## src/hw/rtl/sss_pkg.sv

```systemverilog
package sss_pkg;

  localparam int unsigned MAX_PATTERN = 8;
  localparam int unsigned POS_BITS    = 16;

  localparam int unsigned BYTE_W   = 8;
  localparam int unsigned PAT_W    = 64;
  localparam int unsigned PLEN_W   = 4;
  localparam int unsigned START_W  = 16;
  localparam int unsigned WIN_W    = BYTE_W * MAX_PATTERN;
  localparam int unsigned LEN_BITS = $clog2(MAX_PATTERN + 1);
  localparam int unsigned CFG_IDX_W = 1;

  localparam logic [CFG_IDX_W-1:0] CFG_PATTERN_BYTES = 1'b0;
  localparam logic [CFG_IDX_W-1:0] CFG_PATTERN_LEN   = 1'b1;

  typedef struct packed {
    logic [WIN_W-1:0]    window;
    logic [POS_BITS-1:0] position;
    logic                reported;
  } state_t;

  typedef struct packed {
    logic               valid;
    logic               found;
    logic [START_W-1:0] match_start;
  } result_t;

endpackage

```

## src/hw/rtl/sss_match.sv

```systemverilog
module sss_match (
  input  logic [sss_pkg::BYTE_W-1:0] text_byte_i,
  input  sss_pkg::state_t            state_i,
  input  logic [sss_pkg::PAT_W-1:0]  pattern_i,
  input  logic [sss_pkg::PLEN_W-1:0] pattern_len_i,
  output sss_pkg::state_t            state_o,
  output sss_pkg::result_t           result_o
);

  logic [sss_pkg::LEN_BITS-1:0]               clamp_len;
  logic [sss_pkg::LEN_BITS-1:0]               use_len;
  logic [sss_pkg::WIN_W-1:0]                  pat_win;
  logic [sss_pkg::WIN_W+sss_pkg::BYTE_W-1:0]  win_ext;
  logic [sss_pkg::WIN_W-1:0]                  win_nxt;
  logic [sss_pkg::WIN_W-1:0]                  recent;
  logic [sss_pkg::WIN_W-1:0]                  mask;
  logic [sss_pkg::LEN_BITS-1:0]               shift_bytes;
  logic [sss_pkg::POS_BITS-1:0]               pos_inc;
  logic [sss_pkg::POS_BITS-1:0]               start;
  logic                                       hit;

  assign pat_win = pattern_i[sss_pkg::WIN_W-1:0];

  always_comb begin
    if (pattern_len_i > sss_pkg::PLEN_W'(sss_pkg::MAX_PATTERN)) begin
      clamp_len = sss_pkg::LEN_BITS'(sss_pkg::MAX_PATTERN);
    end else begin
      clamp_len = sss_pkg::LEN_BITS'(pattern_len_i);
    end
  end

  // pattern ends at its first zero byte
  always_comb begin
    use_len = clamp_len;
    for (int i = sss_pkg::MAX_PATTERN - 1; i >= 0; i--) begin
      if ((sss_pkg::LEN_BITS'(i) < clamp_len) &&
          (pat_win[i*sss_pkg::BYTE_W +: sss_pkg::BYTE_W] == '0)) begin
        use_len = sss_pkg::LEN_BITS'(i);
      end
    end
  end

  always_comb begin
    for (int i = 0; i < sss_pkg::MAX_PATTERN; i++) begin
      mask[i*sss_pkg::BYTE_W +: sss_pkg::BYTE_W] =
        {sss_pkg::BYTE_W{sss_pkg::LEN_BITS'(i) < use_len}};
    end
  end

  assign win_ext     = {text_byte_i, state_i.window};
  assign win_nxt     = win_ext[sss_pkg::WIN_W+sss_pkg::BYTE_W-1:sss_pkg::BYTE_W];
  assign shift_bytes = sss_pkg::LEN_BITS'(sss_pkg::MAX_PATTERN) - use_len;
  assign recent      = win_nxt >> {shift_bytes, 3'b000};
  assign hit         = (((recent ^ pat_win) & mask) == '0);

  assign pos_inc = (state_i.position == '1) ? state_i.position
                                            : state_i.position + 1'b1;
  assign start   = state_i.position - sss_pkg::POS_BITS'(use_len) + 1'b1;

  always_comb begin
    state_o  = state_i;
    result_o = '0;
    if (text_byte_i == '0) begin
      state_o = '0;
      if (!state_i.reported) begin
        result_o.valid = 1'b1;
        result_o.found = (use_len == '0);
      end
    end else begin
      state_o.window   = win_nxt;
      state_o.position = pos_inc;
      if (!state_i.reported) begin
        if (use_len == '0) begin
          result_o.valid   = 1'b1;
          result_o.found   = 1'b1;
          state_o.reported = 1'b1;
        end else if (hit) begin
          result_o.valid       = 1'b1;
          result_o.found       = 1'b1;
          result_o.match_start = sss_pkg::START_W'(start);
          state_o.reported     = 1'b1;
        end
      end
    end
  end

endmodule

```

## src/hw/rtl/substring_search.sv

```systemverilog
// substring_search: first-match search of a short pattern in a NUL-ended byte stream.
//
// Configure through cfg_we_i/cfg_idx_i/cfg_wdata_i while idle: index 0 holds the
// pattern bytes (first byte lowest), index 1 the pattern length (0 = empty).
// Text enters one byte per word on in_valid_i/in_stall_o; a zero byte ends the string
// and re-arms the search for the next one.
// One result word per string leaves on out_valid_o/out_stall_i: found_o=1 with
// match_start_o on the byte that completes the first match, or found_o=0 on the NUL
// if nothing matched. Other bytes give no word.
// After its byte is accepted, a result word passes the input register and then the
// result register, from which it is presented. Throughput: one byte per cycle unless
// the output stalls, set by the combinational window compare and state update.
// When the receiver stalls with a result pending, the block keeps taking one more
// byte into its input register and then stalls the input until the result is taken.
// Reset clears the pattern, its length, the window, the position and the pending
// word; the first byte can be accepted right after reset.
module substring_search (
  input  logic                            clk_i,
  input  logic                            rst_ni,
  input  logic                            cfg_we_i,
  input  logic [sss_pkg::CFG_IDX_W-1:0]   cfg_idx_i,
  input  logic [sss_pkg::PAT_W-1:0]       cfg_wdata_i,
  input  logic                            in_valid_i,
  output logic                            in_stall_o,
  input  logic [sss_pkg::BYTE_W-1:0]      text_byte_i,
  output logic                            out_valid_o,
  input  logic                            out_stall_i,
  output logic                            found_o,
  output logic [sss_pkg::START_W-1:0]     match_start_o
);

  logic [sss_pkg::PAT_W-1:0]  pattern_q;
  logic [sss_pkg::PLEN_W-1:0] pattern_len_q;
  logic                       s1_valid_q;
  logic [sss_pkg::BYTE_W-1:0] s1_byte_q;
  sss_pkg::state_t            state_q;
  sss_pkg::state_t            state_d;
  sss_pkg::result_t           res_d;
  sss_pkg::result_t           out_q;
  logic                       advance;
  logic                       in_accept;

  assign advance    = !out_q.valid || !out_stall_i;
  assign in_stall_o = s1_valid_q && !advance;
  assign in_accept  = in_valid_i && !in_stall_o;

  always_ff @(posedge clk_i or negedge rst_ni) begin
    if (!rst_ni) begin
      pattern_q     <= '0;
      pattern_len_q <= '0;
    end else if (cfg_we_i) begin
      case (cfg_idx_i)
        sss_pkg::CFG_PATTERN_BYTES: pattern_q     <= cfg_wdata_i;
        sss_pkg::CFG_PATTERN_LEN:   pattern_len_q <= cfg_wdata_i[sss_pkg::PLEN_W-1:0];
        default: ;
      endcase
    end
  end

  sss_match u_match (
    .text_byte_i  (s1_byte_q),
    .state_i      (state_q),
    .pattern_i    (pattern_q),
    .pattern_len_i(pattern_len_q),
    .state_o      (state_d),
    .result_o     (res_d)
  );

  always_ff @(posedge clk_i or negedge rst_ni) begin
    if (!rst_ni) begin
      s1_valid_q <= 1'b0;
    end else if (in_accept) begin
      s1_valid_q <= 1'b1;
    end else if (advance) begin
      s1_valid_q <= 1'b0;
    end
  end

  always_ff @(posedge clk_i) begin
    if (in_accept) begin
      s1_byte_q <= text_byte_i;
    end
  end

  always_ff @(posedge clk_i or negedge rst_ni) begin
    if (!rst_ni) begin
      state_q <= '0;
      out_q   <= '0;
    end else if (advance) begin
      if (s1_valid_q) begin
        state_q <= state_d;
        out_q   <= res_d;
      end else begin
        out_q.valid <= 1'b0;
      end
    end
  end

  assign out_valid_o   = out_q.valid;
  assign found_o       = out_q.found;
  assign match_start_o = out_q.match_start;

  a_stall_needs_byte: assert property (@(posedge clk_i) disable iff (!rst_ni)
    in_stall_o |-> s1_valid_q && out_q.valid)
    else $error("input stalled without a pending byte and word");

  a_nul_rearms: assert property (@(posedge clk_i) disable iff (!rst_ni)
    advance && s1_valid_q && (s1_byte_q == '0) |=>
      (state_q.window == '0) && (state_q.position == '0) && !state_q.reported)
    else $error("NUL did not re-arm the search");

  a_report_gives_word: assert property (@(posedge clk_i) disable iff (!rst_ni)
    $rose(state_q.reported) |-> out_q.valid && out_q.found)
    else $error("match recorded without a found word");

  a_miss_start_zero: assert property (@(posedge clk_i) disable iff (!rst_ni)
    out_q.valid && !out_q.found |-> out_q.match_start == '0)
    else $error("miss word carries a nonzero start");

endmodule
```

## config.mk

```make
export PLATFORM = sky130hd
export DESIGN_NAME = substring_search
export DESIGN_NICKNAME = d
export VERILOG_FILES = /design/src/hw/rtl/sss_pkg.sv /design/src/hw/rtl/sss_match.sv /design/src/hw/rtl/substring_search.sv
export SDC_FILE = /design/constraint.sdc
export NUM_CORES = 1
export LEC_CHECK = 0
export CAP_MARGIN = 40
export CORE_UTILIZATION = 65
export DETAILED_ROUTE_END_ITERATION = 10
export DONT_BUFFER_PORTS = 1
export GPL_TIMING_DRIVEN = 1
export HOLD_SLACK_MARGIN = 0.03
export PLACE_DENSITY = 0.82
export SKIP_LAST_GASP = 1
export SLEW_MARGIN = 20
export SYNTH_ARGS = -nofsm -noshare
export SYNTH_HDL_FRONTEND = slang
export SYNTH_HIERARCHICAL = 1
export SYNTH_SLANG_ARGS = --single-unit
```

## constraint.sdc

```tcl
create_clock -name clk_i -period 7.8 [get_ports clk_i]
set_input_delay 0.78 -clock clk_i [delete_from_list [all_inputs] [get_ports clk_i]]
set_output_delay 0.78 -clock clk_i [all_outputs]
set_load 0.03 [all_outputs]
```

==> flow_summary_export.csv, run 1 <==
group,metric,value,unit
placement,hpwl,25.12,mm
worst_hold_path,hold_path_class,"in -> async",
timing,worst_pin_slew,0.8538,ns
drt,wire_per_inst,24.88,um
final_layout,drive_gt1_frac,0.2166,
timing,finalHoldViolations,0,
logic_synthesis,synth_nets,1387,
critical_path,path_class,"reg -> reg",
floorplanning,initial_core_util,0.6637,
placement,place_area,12430,sq um
final_layout,postLayoutCoreUtil,0.6999,
grt,grt_start_max_net_pins,111,
grt,grt_pass1_vias,10003,
drt,drc,0,
timing,finalSetupViolCount,0,
timing,maxSlewHeadroom,0.4308,
final_layout,final_cell_mix,"dfrtp_1, mux2_2, nor2_1, nand2_1",
final_layout,fill_cells,1403,
placement,place_congestion,1.011,
grt,grt_pass1_wl,56.10,mm
clock_tree,clock_latency,0.44,ns
grt,grt_antenna_before_repair,0,
timing,period_needed,6.983,ns
final_layout,layout_commonest_cell,"dfrtp_1",
placement,dp.cells,1438,
critical_path,r2r_slack,0.82,ns
clock_tree,cts_inserted_buffers,17,
critical_path,worstRegToRegCells,17,
critical_path,startpoint_type,"flip-flop",
placement,preCtsSetupSlack,1.107,ns
run_status,outcome,"complete, no violations",
drt,ant_nets,0,
drt,vias,10433,
final_layout,n_antenna_cell,0,
logic_synthesis,netlist_instances,1276,
grt,track_usage,0.3753,
critical_path,crit_slowest_cell,"nor4_1",
timing,fin_crit_sh,0.8953,
final_layout,fin_cells,1476,
drt,post_drt_via_cell_ratio,7.068,
floorplanning,core,18710,sq um
power_and_ir_drop,leakage,5.496,nW
critical_path,path_cells,"nor4_1 -> a31o_2 -> a21oi_2 -> o21ai_4 -> nand2_4 -> ha_2 -> buf_4 -> mux2i_1 -> or3_1 -> nand2_1 -> a31oi_1 -> mux2_2 -> o41a_1 -> a2111oi_2 -> nand4_2 -> nor4_2 -> mux2_2",
floorplanning,io_pins,97,
critical_path,cp.arrival,7.36,ns
power_and_ir_drop,ir_drop,0.2265,mV
logic_synthesis,yosys_warnings,6,
drt,drt_iter0_markers,1399,
logic_synthesis,avgSynthCellArea,9.730,sq um
clock_tree,clkSinkCount,168,
grt,grt_overflow,0,
power_and_ir_drop,power,4.358,mW
clock_tree,root_buffer,"clkbuf_16",
placement,io_buffers,0,
clock_tree,cts_buffer_depth,2,
logic_synthesis,syn_area,12420,sq um
clock_tree,cts_tree,"done",
floorplanning,die_area,19660,sq um
final_layout,nets,1340,
timing,whs,0.04882,ns
critical_path,regToRegEndpoint,"match_start_o[15]$_DFFE_PN0P_",
floorplanning,dieWidth,140.2,um
clock_tree,postCtsSetupBuffers,0,
timing,fin_ws,0.8166,ns
drt,drtPass1Iterations,7,
timing,slew_viol_final,0,
critical_path,cp_slowest_stage_delay,0.75,ns
timing,rsz0062_at_grt,"no",
floorplanning,rows,50,
job,drv_cap,0,
critical_path,crit_required,8.18,ns
timing,setup_tns,0,ns
critical_path,r2r_start,"pattern_q[59]$_DFFE_PN0P_",
clock_tree,htreeDepth,4,
timing,fin_worst_skew,0.007781,ns
drt,wirelength,36.72,mm
floorplanning,dieHeight,140.2,um
critical_path,critPathCaptureType,"flip-flop",
timing,max_freq,0.1432,GHz
final_layout,syn_to_final_growth,5.442,%
clock_tree,ctsResizeCount,0,
critical_path,cp_max_fo,28,
critical_path,crit_top_cell,"mux2_2",
final_layout,final_cell_area,13090,sq um
clock_tree,clk_pin_slew_worst_paths,0.07,ns
power_and_ir_drop,powerDensity,332.9,nW/um^2
==> report_power, final <==
part           switching (mW)  internal, mW
sequential              0.323          1.07
combinational            1.17         0.948
clock                   0.368         0.483
==> state kept, by name, summed over array words and instances (netlist names) <==
signal         count
found_o            1
s1_valid_q         1
match_start_o     16
out_valid_o        1
s1_byte_q          8
pattern_len_q      4
pattern_q         64
state_q           73
==> critical path, delay by kind of cell, from the launching register on <==
family / cells / cell delay (ns)
adder cells (fa/ha/maj): 1 / 0.67
multiplexers: 3 / 1.10
flip-flops: 1 / 0.42
buffers and inverters: 1 / 0.45
AND/OR/NAND/NOR: 6 / 2.06
AO/OA/AOI/OAI: 6 / 2.19
==> metal layers <==
metal  vias to the layer above  GRT usage  routed length, um
met5                         -          0                  0
met4                         0     0.2030               1797
met3                       141    0.09538               3830
met2                       686     0.5821              16750
met1                      4996     0.4828              14340
li1                       4610          -                  -
==> layout make-up <==
type,instances,area [sq um],area share
Sequential cell,168,4244,0.3242
Tap cell,234,292.8,0.02236
Timing Repair Buffer,25,247.7,0.01892
Clock inverter,14,146.4,0.01118
Multi-Input combinational cell,981,7586,0.5795
Inverter,36,135.1,0.01032
Clock buffer,18,439.2,0.03355
==> timing repair <==
action | in CTS | in global routing
endpoints found under the setup margin | 0 | 0
hold buffers | 5 | 1
hold endpoints to repair | 7 | 44
==> worst max-delay path by stage <==
stage / start / endpoint / depth (start not counted)
floorplan: pattern_q[43]$_DFFE_PN0P_ / match_start_o[15]$_DFFE_PN0P_ / 21
global placement: pattern_q[59]$_DFFE_PN0P_ / match_start_o[15]$_DFFE_PN0P_ / 17
detailed placement: pattern_q[59]$_DFFE_PN0P_ / match_start_o[15]$_DFFE_PN0P_ / 17
CTS: pattern_q[56]$_DFFE_PN0P_ / match_start_o[15]$_DFFE_PN0P_ / 17
global route: pattern_q[59]$_DFFE_PN0P_ / match_start_o[15]$_DFFE_PN0P_ / 17
finish: pattern_q[59]$_DFFE_PN0P_ / match_start_o[15]$_DFFE_PN0P_ / 17
No activity file was read; power rests on OpenSTA's default activity.
==> inputs of run 2 (changes only) <==
CORE_UTILIZATION = 45   (was 65)
PLACE_DENSITY = 0.61   (was 0.82)
==> flow_summary_export.csv, run 2 (synthesis gave the netlist of run 1 again) <==
group,metric,value,unit
grt,grt_antenna_before_repair,1,
timing,slew_viol_final,0,
clock_tree,ctsResizeCount,0,
critical_path,path_cells,"nor4_1 -> nand3_1 -> nand3_1 -> a21oi_1 -> nor2_1 -> inv_1 -> ha_2 -> buf_12 -> mux2_2 -> o32ai_1 -> o21ai_0 -> a21boi_0 -> o32ai_1 -> o31ai_1 -> a22oi_1 -> a2111oi_2 -> nand4_2 -> nor4_2 -> mux2_2",
final_layout,fill_cells,2555,
final_layout,n_antenna_cell,0,
final_layout,drive_gt1_frac,0.2228,
clock_tree,root_buffer,"clkbuf_16",
final_layout,nets,1341,
clock_tree,cts_tree,"done",
drt,drc,0,
job,drv_cap,0,
timing,finalSetupViolCount,0,
clock_tree,postCtsSetupBuffers,0,
drt,ant_nets,0,
clock_tree,cts_hold_buf,2,
grt,grt_pass1_wl,58.12,mm
critical_path,crit_slowest_cell,"nor4_1",
critical_path,startpoint_type,"flip-flop",
clock_tree,clock_latency,0.45,ns
placement,dp.cells,1547,
timing,fin_crit_sh,0.8267,
grt,grt_pass1_vias,9780,
clock_tree,clk_pin_slew_worst_paths,0.08,ns
worst_hold_path,hold_path_class,"in -> async",
critical_path,path_class,"reg -> reg",
power_and_ir_drop,leakage,5.527,nW
timing,finalHoldViolations,0,
clock_tree,clkSinkCount,168,
placement,hpwl,26.23,mm
floorplanning,die_area,28260,sq um
timing,worst_pin_slew,0.9071,ns
timing,setup_tns,0,ns
final_layout,layout_commonest_cell,"dfrtp_1",
critical_path,crit_required,8.19,ns
final_layout,final_cell_mix,"dfrtp_1, mux2_2, nor2_1, nand2_1",
drt,drtPass1Iterations,8,
floorplanning,dieHeight,168.1,um
drt,drt_iter0_markers,1113,
drt,post_drt_via_cell_ratio,6.397,
final_layout,largest_reg_flops,73,
timing,maxSlewHeadroom,0.3897,
grt,grt_start_max_net_pins,101,
drt,wirelength,37.80,mm
clock_tree,htreeDepth,4,
final_layout,fin_cells,1584,
floorplanning,initial_core_util,0.4594,
critical_path,cp.arrival,6.84,ns
critical_path,cp_max_fo,73,
placement,place_congestion,0.9969,
power_and_ir_drop,ir_drop,0.2119,mV
timing,rsz0062_at_grt,"no",
drt,vias,10133,
grt,grt_overflow,0,
critical_path,critPathCaptureType,"flip-flop",
final_layout,syn_to_final_growth,7.044,%
timing,period_needed,6.449,ns
run_status,outcome,"complete, no violations",
clock_tree,cts_buffer_depth,2,
final_layout,largest_register,"state_q",
timing,fin_worst_skew,0.01487,ns
floorplanning,dieWidth,168.1,um
floorplanning,rows,60,
placement,io_buffers,0,
timing,max_freq,0.1551,GHz
drt,wire_per_inst,23.86,um
floorplanning,io_pins,97,
grt,track_usage,0.2697,
power_and_ir_drop,powerDensity,326.2,nW/um^2
critical_path,cp_slowest_stage_delay,0.81,ns
clock_tree,cts_inserted_buffers,17,
floorplanning,core,27030,sq um
==> run 2: cell types whose count changed in the layout (fill, tap and decap cells not counted), sizes merged <==
| cell | change |
|---|---|
| dlygate4sd3 | -4 |
| inv | +3 |
| clkbuf | -1 |
| bufinv | -2 |
| buf | +5 |
==> run 2: metrics by stage <==
stage	utilization	cell area, sq um	hold slack [ns]	total power, mW	setup slack [ns]
6_report	0.4918	13290	0.2085	4.336	1.351
5_1_grt	0.4918	13290	0.2168	4.601	0.9990
4_1_cts	0.4890	13220	0.2154	4.297	1.226
3_5_place_dp	0.4656	12580	0.4987	3.411	1.239
3_3_place_gp	0.4643	12550	0.4928	3.383	1.356
2_1_floorplan	-	12420	0.4766	2.875	2.125
==> run 2: final timing paths <==
path | end | depth (start not counted) | start | slack, ns
setup / recovery | match_start_o[15]$_DFFE_PN0P_ | 19 | pattern_q[56]$_DFFE_PN0P_ | 1.35
hold / removal | state_q[71]$_DFFE_PN0P_ | 1 | rst_ni | 0.21
setup reg to reg | match_start_o[15]$_DFFE_PN0P_ | 19 | pattern_q[56]$_DFFE_PN0P_ | 1.35
hold reg to reg | state_q[29]$_DFFE_PN0P_ | 1 | state_q[29]$_DFFE_PN0P_ | 0.51
max in group asynchronous | pattern_q[20]$_DFFE_PN0P_ | 1 | rst_ni | 7.14
min in group clk_i | s1_byte_q[5]$_DFFE_PP_ | 0 | text_byte_i[5] | 0.43
==> run 2: final cells by class <==
class,count,area [sq um],share of cell area
clock buffers,17,425.4,0.03201
repair buffers,26,320.3,0.02410
clock inverters,15,152.6,0.01149
flip-flops and latches,168,4244,0.3193
inverters,36,135.1,0.01017
well taps,341,426.7,0.03210
multi-input cells,981,7586,0.5708
==> run 2: critical path, delay by kind of cell, from the launching register on <==
family | cells | cell delay [ns]
AO/OA/AOI/OAI | 8 | 2.04
adder cells (fa/ha/maj) | 1 | 0.38
buffers and inverters | 2 | 0.45
flip-flops | 1 | 0.43
multiplexers | 2 | 0.59
AND/OR/NAND/NOR | 6 | 2.47
==> run 2: power by group <==
group	switching (mW)	internal [mW]	leakage, nW	total, mW
clock network	0.415	0.427	0.280	0.841
registers	0.320	1.07	2.02	1.39
logic	1.14	0.963	3.23	2.10
==> run 2: metal layers <==
metal	vias up	wire length [um]	track usage
li1	4611	-	-
met1	4945	16180	0.3616
met2	486	17110	0.4230
met3	91	3315	0.06206
met4	0	1200	0.1036
met5	-	0	0
